[src/rtl/sdr_pkg.sv]
package sdr_pkg;

  localparam int DATA_WIDTH_DEF = 32;

  localparam logic [1:0] STATUS_OK   = 2'd0;
  localparam logic [1:0] STATUS_DIVZ = 2'd1;
  localparam logic [1:0] STATUS_OVF  = 2'd2;

  typedef struct packed {
    logic load;
    logic step;
    logic finish;
  } sdr_cmd_t;

  typedef struct packed {
    logic last_step;
  } sdr_sts_t;

endpackage

[src/rtl/sdr_dp.sv]
module sdr_dp
  import sdr_pkg::*;
#(
  parameter int DATA_WIDTH = DATA_WIDTH_DEF
) (
  input  logic                         clk,
  input  sdr_cmd_t                     cmd,
  output sdr_sts_t                     sts,
  input  logic signed [DATA_WIDTH-1:0] dividend,
  input  logic signed [DATA_WIDTH-1:0] divisor,
  output logic signed [DATA_WIDTH-1:0] quotient,
  output logic signed [DATA_WIDTH-1:0] remainder,
  output logic [1:0]                   status
);

  localparam int CNT_W = $clog2(DATA_WIDTH);
  localparam logic [DATA_WIDTH-1:0] MIN_VAL = {1'b1, {(DATA_WIDTH-1){1'b0}}};
  localparam logic [DATA_WIDTH-1:0] ALL_ONES = {DATA_WIDTH{1'b1}};

  logic [DATA_WIDTH-1:0] rem_r;
  logic [DATA_WIDTH-1:0] quo_r;
  logic [DATA_WIDTH-1:0] dvs_r;
  logic [DATA_WIDTH-1:0] dividend_r;
  logic                  neg_q_r;
  logic                  neg_r_r;
  logic                  divz_r;
  logic                  ovf_r;
  logic [CNT_W-1:0]      cnt_r;

  logic signed [DATA_WIDTH-1:0] quotient_r;
  logic signed [DATA_WIDTH-1:0] remainder_r;
  logic [1:0]                   status_r;

  logic [DATA_WIDTH-1:0] ua;
  logic [DATA_WIDTH-1:0] ub;
  logic [DATA_WIDTH:0]   shifted;
  logic [DATA_WIDTH+1:0] diff;
  logic                  ge;

  always_comb begin
    ua      = dividend[DATA_WIDTH-1] ? DATA_WIDTH'(-dividend) : DATA_WIDTH'(dividend);
    ub      = divisor[DATA_WIDTH-1] ? DATA_WIDTH'(-divisor) : DATA_WIDTH'(divisor);
    shifted = {rem_r, quo_r[DATA_WIDTH-1]};
    diff    = {1'b0, shifted} - {2'b00, dvs_r};
    ge      = ~diff[DATA_WIDTH+1];
  end

  always_ff @(posedge clk) begin
    if (cmd.load) begin
      rem_r      <= '0;
      quo_r      <= ua;
      dvs_r      <= ub;
      dividend_r <= dividend;
      neg_q_r    <= dividend[DATA_WIDTH-1] ^ divisor[DATA_WIDTH-1];
      neg_r_r    <= dividend[DATA_WIDTH-1];
      divz_r     <= (divisor == '0);
      ovf_r      <= (dividend == MIN_VAL) && (divisor == ALL_ONES);
      cnt_r      <= CNT_W'(DATA_WIDTH - 1);
    end else if (cmd.step) begin
      rem_r <= ge ? diff[DATA_WIDTH-1:0] : shifted[DATA_WIDTH-1:0];
      quo_r <= {quo_r[DATA_WIDTH-2:0], ge};
      cnt_r <= cnt_r - 1'b1;
    end
  end

  always_ff @(posedge clk) begin
    if (cmd.finish) begin
      if (divz_r) begin
        quotient_r  <= '0;
        remainder_r <= dividend_r;
        status_r    <= STATUS_DIVZ;
      end else begin
        quotient_r  <= neg_q_r ? -quo_r : quo_r;
        remainder_r <= neg_r_r ? -rem_r : rem_r;
        status_r    <= ovf_r ? STATUS_OVF : STATUS_OK;
      end
    end
  end

  assign sts.last_step = (cnt_r == '0);
  assign quotient      = quotient_r;
  assign remainder     = remainder_r;
  assign status        = status_r;

endmodule

[src/rtl/sdr_ctrl.sv]
module sdr_ctrl
  import sdr_pkg::*;
(
  input  logic     clk,
  input  logic     rst_n,
  input  logic     in_tvalid,
  output logic     in_tready,
  output logic     out_tvalid,
  input  logic     out_tready,
  output sdr_cmd_t cmd,
  input  sdr_sts_t sts
);

  localparam logic [1:0] ST_IDLE = 2'd0;
  localparam logic [1:0] ST_CALC = 2'd1;
  localparam logic [1:0] ST_FIX  = 2'd2;

  logic [1:0] state_r;
  logic [1:0] state_nxt;
  logic       out_valid_r;
  logic       out_valid_nxt;
  logic       slot_free;

  assign slot_free  = ~out_valid_r | out_tready;
  assign in_tready  = (state_r == ST_IDLE);
  assign out_tvalid = out_valid_r;

  always_comb begin
    state_nxt  = state_r;
    cmd.load   = 1'b0;
    cmd.step   = 1'b0;
    cmd.finish = 1'b0;
    unique case (state_r)
      ST_IDLE: begin
        if (in_tvalid) begin
          cmd.load  = 1'b1;
          state_nxt = ST_CALC;
        end
      end
      ST_CALC: begin
        cmd.step = 1'b1;
        if (sts.last_step) begin
          state_nxt = ST_FIX;
        end
      end
      ST_FIX: begin
        if (slot_free) begin
          cmd.finish = 1'b1;
          state_nxt  = ST_IDLE;
        end
      end
      default: begin
        state_nxt = ST_IDLE;
      end
    endcase
  end

  always_comb begin
    priority if (cmd.finish) begin
      out_valid_nxt = 1'b1;
    end else if (out_tready) begin
      out_valid_nxt = 1'b0;
    end else begin
      out_valid_nxt = out_valid_r;
    end
  end

  always_ff @(posedge clk) begin
    if (!rst_n) begin
      state_r     <= ST_IDLE;
      out_valid_r <= 1'b0;
    end else begin
      state_r     <= state_nxt;
      out_valid_r <= out_valid_nxt;
    end
  end

  a_accept_starts_calc: assert property (@(posedge clk) disable iff (!rst_n)
    (in_tvalid && in_tready) |=> (state_r == ST_CALC))
    else $error("transfer in did not start iteration");

  a_finish_slot_free: assert property (@(posedge clk) disable iff (!rst_n)
    cmd.finish |-> (!out_valid_r || out_tready))
    else $error("result overwrote a pending transfer");

  a_last_step_to_fix: assert property (@(posedge clk) disable iff (!rst_n)
    (state_r == ST_CALC && sts.last_step) |=> (state_r == ST_FIX))
    else $error("iteration did not end in fixup");

  a_valid_from_fix: assert property (@(posedge clk) disable iff (!rst_n)
    $rose(out_valid_r) |-> $past(state_r == ST_FIX))
    else $error("result valid without fixup");

endmodule

[src/rtl/signed_divide_remainder_core.sv]
// Signed truncating divider. One result follows each input transfer. An item
// passes a load step that takes operand magnitudes, DATA_WIDTH steps of the
// radix-2 restoring loop that forms one quotient bit each, and a sign fixup
// step that writes the output register once that register is free; a new
// item is taken only after that fixup. The output register lets the next
// item be taken while a result still waits. Divide by zero gives
// quotient 0, remainder equal to the dividend and status 1; most-negative by
// minus one gives the most-negative quotient, remainder 0 and status 2.
module signed_divide_remainder_core
  import sdr_pkg::*;
#(
  parameter int DATA_WIDTH = DATA_WIDTH_DEF
) (
  input  logic                                 clk,
  input  logic                                 rst_n,
  input  logic                                 in_tvalid,
  output logic                                 in_tready,
  input  logic [((2*DATA_WIDTH+7)/8)*8-1:0]    in_tdata,   // dividend, divisor
  output logic                                 out_tvalid,
  input  logic                                 out_tready,
  output logic [((2*DATA_WIDTH+7)/8)*8-1:0]    out_tdata,  // quotient, remainder
  output logic [1:0]                           out_tuser   // status
);

  localparam int TDATA_W = ((2*DATA_WIDTH+7)/8)*8;

  sdr_cmd_t cmd;
  sdr_sts_t sts;

  logic signed [DATA_WIDTH-1:0] quotient;
  logic signed [DATA_WIDTH-1:0] remainder;

  sdr_ctrl u_ctrl (
    .clk        (clk),
    .rst_n      (rst_n),
    .in_tvalid  (in_tvalid),
    .in_tready  (in_tready),
    .out_tvalid (out_tvalid),
    .out_tready (out_tready),
    .cmd        (cmd),
    .sts        (sts)
  );

  sdr_dp #(
    .DATA_WIDTH (DATA_WIDTH)
  ) u_dp (
    .clk       (clk),
    .cmd       (cmd),
    .sts       (sts),
    .dividend  (in_tdata[DATA_WIDTH-1:0]),
    .divisor   (in_tdata[2*DATA_WIDTH-1:DATA_WIDTH]),
    .quotient  (quotient),
    .remainder (remainder),
    .status    (out_tuser)
  );

  assign out_tdata = TDATA_W'({remainder, quotient});

endmodule
[config.mk]
export PLATFORM = sky130hd
export DESIGN_NAME = signed_divide_remainder_core
export DESIGN_NICKNAME = d
export VERILOG_FILES = /design/src/rtl/sdr_pkg.sv /design/src/rtl/sdr_dp.sv /design/src/rtl/sdr_ctrl.sv /design/src/rtl/signed_divide_remainder_core.sv
export SDC_FILE = /design/constraint.sdc
export NUM_CORES = 1
export LEC_CHECK = 0
export BUFFER_PORTS_ARGS = -buffer_cell sky130_fd_sc_hd__buf_2
export CORE_AREA = 5 5 147 149
export DETAILED_ROUTE_END_ITERATION = 10
export DIE_AREA = 0 0 152 154
export PLACE_DENSITY = 0.8
export SETUP_SLACK_MARGIN = 0.02
export SLEW_MARGIN = 30
export SYNTH_ARGS = -nofsm -noshare
export SYNTH_HDL_FRONTEND = slang
export SYNTH_SLANG_ARGS = --single-unit
[constraint.sdc]
create_clock -name clk -period 5.4 [get_ports clk]
set_clock_uncertainty 0.15 [all_clocks]
set_input_delay 0 -clock clk [delete_from_list [all_inputs] [get_ports clk]]
set_output_delay 0 -clock clk [all_outputs]
set_load 0.01 [all_outputs]
==> impl_results.md, run 1 <==
- DR vias: 9955
- Root Driver: clkbuf_16
- Antenna violations before repair: 0
- Rows: between 50 and 60
- Crit end category: register
- Most common cell type on the critical path: or3_1
- Maximum fanout along the worst path: 6
- Hold path cells: 2
- Avg Inst Size Synth: slightly below 10 sq um
- Synth cell types: slightly below 60
- Largest net degree at the start of global routing: between 90 and 100
- Area growth from synthesis to layout: 21.6%
- Util after Layout: 0.711
- Min Tclk post-route: around 3700 ps
- Leak pwr: ~5.6 nW
- Top_reg_cell synth: edfxtp_1
- Worst path max stage delay: 510 ps
- Core Box Area: 20000 sq um
- Clock insertion delay at the later pin of the skew report: 510 ps
- Setup_tns: 0 ps
- Final hold violation count: 0
- Total GRT Usage: 0.250
- Final std cells w/o fill: around 1700
- Grt total ovfl: 0
- Hold Path Class: primary input to register
- Status: finished clean
- Post-DRT Antenna Nets: 0
- Layout cell share with drive strength beyond 1: 0.144
- Max_cap viols: 0
- Max Slew Vio Count: 0
- Sequential area share after synthesis: 0.491
- Slew @ Worst Pin: 909 ps
- Setup Viol. Count Final: 0
- Drt drc: 0
- Flops & latches, synth: 205
- Syn Inst Count: approximately 1200
- Fin nets: ~1500
- Post-placement cell area: ~13000 sq um
- HPWL Detailed: 20300 um
- Max Freq: 269 MHz
- CP required: ~5500 ps
- DRT Pass-1 Iters: 6
- Cell Pwr Density: 413 nW/um^2
- VDD IR max: approximately 0.00027 V
- Dpl cells: 1555
- Final period util: 0.688
- Post-DR vias/cell: 5.91
- Clock Path Buffers: 3
- Port bufs: 135
- Worst-path cell chain: nor3_4 -> nand4_1 -> or3_1 -> or3_1 -> or4_1 -> or4_4 -> o31ai_2 -> xor2_1 -> nor2_1
- EDFF count, synth: around 170
- Async SR Flop Fraction: 0
- Die X: around 150 um
- Starting DRT DRC Count: between 900 and 1000
- Flop2flop setup slack: between 1500 and 2000 ps
- Vias in the first global route: 9794
- TritonCTS clock tree: built
- Post-layout instance area: around 14000 sq um
- Cts bufs inserted: 23
- Critical path type: register to register
- Die Area: between 20000 and 25000 sq um
- WL/cell: between 15 and 20 um
- Clk sink count: 205
- Slowest-stage cell, CP: edfxtp_1
- Critical Path AT: between 3000 and 4000 ps
- Initial Util: 0.585
- Drt total wl: 30200 um
- Die Height: about 150 um
- Clk pin slew, worst setup/hold paths: approximately 60 ps
- Rel. slew slack: 0.394
- RSZ-0062 raised after global routing: false
- Yosys synthesis warning count: 0
- CTS H-tree lvls: 1
- First-pass GRT wire length: 48700 um
- Ports: 136
- CP Launch Type: register
- Routability congestion estimate: ~0.93
- Syn nets: around 1300
- Post-CTS setup buffer count: 0
- Ant diodes: 0
- R2R depth: 9
- Post-Syn Area: 11700 sq um
## critical path: cells and delay by family (launching register included)
family	cells	cell delay, ps
AND/OR/NAND/NOR	7	2360
AO/OA/AOI/OAI	1	220
XOR/XNOR	1	200
flip-flops	1	510
## final timing paths
check	from	end
max reg2reg	u_dp.quo_r[2]$_DFFE_PP_	u_dp.quotient[28]$_SDFFCE_PP0P_
min	in_tdata[30]	u_dp.dividend_r[30]$_DFFE_PP_
max	u_dp.quo_r[2]$_DFFE_PP_	u_dp.quotient[28]$_SDFFCE_PP0P_
min reg2reg	u_dp.cnt_r[3]$_SDFFE_PP1P_	u_dp.cnt_r[3]$_SDFFE_PP1P_
## power breakdown
group / switching (mW) / internal [mW]
clock: 0.629 / 0.866
sequential: 0.257 / 1.97
combinational: 1.29 / 0.877
total: 2.18 / 3.71
## cell usage after synthesis (all sizes together) (4+ instances only)
library cell	count	area (sq um)
o21ai	146	731
o211ai	5	37.5
nor2b	10	62.6
nand3	16	80.1
or3	18	118
xnor2	56	490
inv	56	210
edfxtp	165	4950
ha	38	475
nand2	157	589
a32oi	7	61.3
dfxtp	40	801
a21oi	57	285
nor3	20	111
nand2b	14	95.1
mux2i	7	70.1
a31oi	5	31.3
o21bai	7	52.6
and3	5	31.3
xor2	90	788
o41ai	14	138
nor4	13	93.8
a21boi	4	30.0
o31ai	34	265
nand4	19	119
a21o	7	52.6
or4	20	169
clkbuf	51	191
nor2	78	293
## sequential cells by signal, indices dropped and copies added (netlist names), 2 cells and up
name,flops
u_ctrl.state_r,2
u_dp.cnt_r,5
u_dp.dividend_r,32
u_dp.dvs_r,32
u_dp.quo_r,32
u_dp.quotient,32
u_dp.rem_r,32
u_dp.remainder,32
u_dp.status,2
## cell families (layout without fill, tap and decap cells)
group | after synthesis | in the layout | synth area share
AND/OR/NAND/NOR | 382 | 382 | 0.158
AO/OA/AOI/OAI | 306 | 306 | 0.158
flip-flops | 205 | 205 | 0.491
XOR/XNOR | 146 | 146 | 0.109
buffers and inverters | 110 | 329 | 0.0352
adder cells (fa/ha/maj) | 39 | 39 | 0.0423
multiplexers | 7 | 7 | 0.00598
## placed cells by master (no fill, tap or decap), types with 17 or more instances in the layout
cell	netlist	final
nand4_1	19	19
o21ai_0	138	138
nand2_1	157	156
or3_1	17	17
a21oi_1	57	57
dlygate4sd3_1	0	88
ha_1	38	38
buf_2	0	135
edfxtp_1	165	165
o31ai_1	32	32
xnor2_1	56	56
nor2_1	78	78
nor3_1	19	19
clkbuf_16	0	25
dfxtp_1	40	40
inv_1	56	55
xor2_1	90	90
## final cells by class
class | count | area, sq um
timing repair buffer | 233 | 1660
fill | 1484 | 5790
multi-input combinational | 880 | 5560
clock inverter | 11 | 62.6
clock buffer | 29 | 661
tap | 270 | 338
inverter | 56 | 210
sequential | 205 | 5760
## metal layers
| layer | wire length (um) | vias to the layer above | GRT usage | part of all wire |
|---|---|---|---|---|
| met5 | 0 | - | 0 | 0 |
| met3 | 2010 | 85 | 0.0413 | 0.067 |
| li1 | - | 4738 | - | - |
| met1 | 12300 | 4737 | 0.320 | 0.41 |
| met2 | 14800 | 395 | 0.432 | 0.49 |
| met4 | 1080 | 0 | 0.0899 | 0.036 |
## timing repair
action	CTS	global route
resized for setup	0	0
hold buffers	88	0
endpoints found under the hold margin	116	0
## through the flow
stage	hold WS (ps)	worst slack [ps]	power, mW
2_1_floorplan	-51.1	1340	3.77
3_3_place_gp	72.6	1870	4.22
3_5_place_dp	75.4	1800	4.29
4_1_cts	87.3	1770	5.85
5_1_grt	112	1440	6.25
6_report	115	1680	5.89
Note: power is estimated with default switching activity, not from simulation.
==> run 2, diff against run 1 <==
==> constraint.sdc (replaced) <==
create_clock -name clk -period 3.55 [get_ports clk]
set_clock_uncertainty 0.15 [all_clocks]
set_input_delay 0 -clock clk [delete_from_list [all_inputs] [get_ports clk]]
set_output_delay 0 -clock clk [all_outputs]
set_load 0.01 [all_outputs]
==> impl_results.md, run 2 (synthesized netlist as in run 1, its figures left out) <==
- Ant diodes: 0
- Commonest non-fill, non-tap cell in the layout: edfxtp_1
- Crit Reg-Reg Startpoint: u_dp.quo_r[7]$_DFFE_PP_
- HPWL Detailed: approximately 21000 um
- DRT Pass-1 Iters: 5
- Hold path cells: 4
- Max_cap viols: 0
- Port bufs: 135
- CTS H-tree lvls: 1
- Rows: between 50 and 60
- Slowest-stage cell, CP: or4_4
- Drt drc: 0
- Worst Slack Setup Final: -8.06 ps
- GR Util met2: 0.463
- Ports: 136
- Fin nets: roughly 1500
- Die Area: about 23000 sq um
- DR vias: 10091
- Final period util: 1.00
- Fill count: between 1000 and 1500
- CP Buf/Inv Count: 0
- Post-DR vias/cell: ~6
- Clk sink count: 205
- Clk pin slew, worst setup/hold paths: 60 ps
- TritonCTS clock tree: built
- Largest net degree at the start of global routing: a little under 100
- Worst path max stage delay: roughly 470 ps
- Final hold violation count: 0
- Grt met3 use: 0.0363
- Worst-path cell chain: nor4_4 -> nand4_1 -> or3_4 -> or3_4 -> or4_4 -> or4_4 -> o31ai_4 -> xor2_1 -> nor2_1
- Reg2Reg Capture Point: u_dp.quotient[28]$_SDFFCE_PP0P_
- Hold EP: u_dp.cnt_r[3]$_SDFFE_PP1P_
- Total GRT Usage: 0.260
- Critical path type: register to register
- Failing checks: negative setup slack
- Vias in the first global route: around 9900
- Min Tclk post-route: around 3600 ps
- Starting DRT DRC Count: about 730
- Busiest grt layer: met2
- Family with the most delay on the worst path: simple AND/OR/NAND/NOR gates
- RSZ-0062 raised after global routing: true
- Setup Viol. Count Final: 1
- Initial Util: 0.585
- Maximum fanout along the worst path: 3
- Core Box Area: 20000 sq um
- Layout cell share with drive strength beyond 1: 0.155
- Die Height: 154 um
- Rel. slew slack: 0.387
- Crit end category: register
- Clock Path Buffers: 3
- Clock insertion delay at the later pin of the skew report: about 500 ps
- Hold Path Origin: in_tvalid
- Util after Layout: 0.718
- R2R depth: 9
- Post-DRT Antenna Nets: 0
- WL/cell: between 15 and 20 um
- Area growth from synthesis to layout: 22.8%
- Setup_tns: -8.06 ps
- Slew @ Worst Pin: 919 ps
- Drt total wl: 31400 um
- Levels on crit path: 9
- Hold Path Class: primary input to register
- Die X: between 150 and 200 um
- VDD IR max: about 0.00043 V
- Max Freq: about 280 MHz
- CP required: between 3000 and 4000 ps
- Root Driver: clkbuf_16
- Most frequent cells in the layout: edfxtp_1, nand2_1, o21ai_0
- Cts bufs inserted: 22
- Critical Path AT: 3630 ps
- CP Launch Type: register
- Routability congestion estimate: between 0.8 and 0.9
- Flop2flop setup slack: -8 ps
- Antenna violations before repair: 0
- Routing usage on met1: 0.335
- Status: complete, but fails checks
- First-pass GRT wire length: between 50000 and 60000 um
- Max Slew Vio Count: 0
- Leak pwr: 5.63 nW
- Cell Pwr Density: around 630 nW/um^2
- Grt total ovfl: 0
run 2: cell count changes in the layout (fill, tap and decap cells not counted), sizes merged:
cell         previous run  this run
buf                   145       162
clkbuf                 29        33
clkinv                  8         5
dlygate4sd3            88        85
inv                    58        55
bufinv                  0         1
clkinvlp                1         2
run 2: final cells by class:
type / count / area, sq um / share of cell area
Sequential cell: 205 / 5760 / 0.400
Clock inverter: 7 / 58.8 / 0.00409
Clock buffer: 33 / 633 / 0.0440
Inverter: 56 / 214 / 0.0149
Timing Repair Buffer: 247 / 1760 / 0.122
Tap cell: 270 / 338 / 0.0235
Multi-Input combinational cell: 880 / 5620 / 0.391
run 2: metrics by stage:
step                      total power, mW  instances  instance area (sq um)  setup WS, ps  hold WS (ps)
after detailed placement             6.64       1570                  12700         -80.4          67.7
final                                9.04       1698                  14400         -8.06          20.5
after CTS                            8.99       1697                  14300         0.282          18.3
after global routing                 9.60       1698                  14400          -105          81.5
after global placement               6.55       1570                  12700          74.4          73.1
after floorplan                      5.73       1195                  11700           270         -51.1
run 2: worst reg2reg max path, cell delays in order, from the launching register on:
cell and delay [ps]:
edfxtp_1 430, nor4_4 330, nand4_1 240, or3_4 400, or3_4 390, or4_4 430, or4_4 470, o31ai_4 200
xor2_1 180, nor2_1 50
run 2: power breakdown:
group / internal, mW / switching (mW) / total (mW)
Clock: 1.30 / 0.925 / 2.23
Sequential: 2.99 / 0.389 / 3.38
Combinational: 1.43 / 2.00 / 3.43
run 2: worst max path at each step:
| stage | startpoint | endpoint | slack [ps] |
|---|---|---|---|
| after floorplan | u_dp.quo_r[8]$_DFFE_PP_ | u_dp.quotient[28]$_SDFFCE_PP0P_ | 270 |
| after global placement | u_dp.quo_r[10]$_DFFE_PP_ | u_dp.quotient[28]$_SDFFCE_PP0P_ | 70 |
| after detailed placement | u_dp.quo_r[10]$_DFFE_PP_ | u_dp.quotient[28]$_SDFFCE_PP0P_ | -80 |
| after CTS | u_dp.quo_r[7]$_DFFE_PP_ | u_dp.quotient[28]$_SDFFCE_PP0P_ | 0.3 |
| after global routing | u_dp.quo_r[7]$_DFFE_PP_ | u_dp.quotient[29]$_SDFFCE_PP0P_ | -100 |
| final | u_dp.quo_r[7]$_DFFE_PP_ | u_dp.quotient[28]$_SDFFCE_PP0P_ | -8 |
run 2: metal layers:
layer | vias up | wire length (um)
met1 | 4895 | 12800
met3 | 62 | 1710
li1 | 4766 | -
met5 | - | 0
met2 | 368 | 16000
met4 | 0 | 848
run 2: timing repair:
action / CTS / global route
endpoints found under the hold margin: 102 / 0
pin swaps: 5 / 1
setup buffers: 2 / 0
gates resized for setup: 5 / 6
endpoints found under the setup margin: 4 / 9
hold buffers: 85 / 0
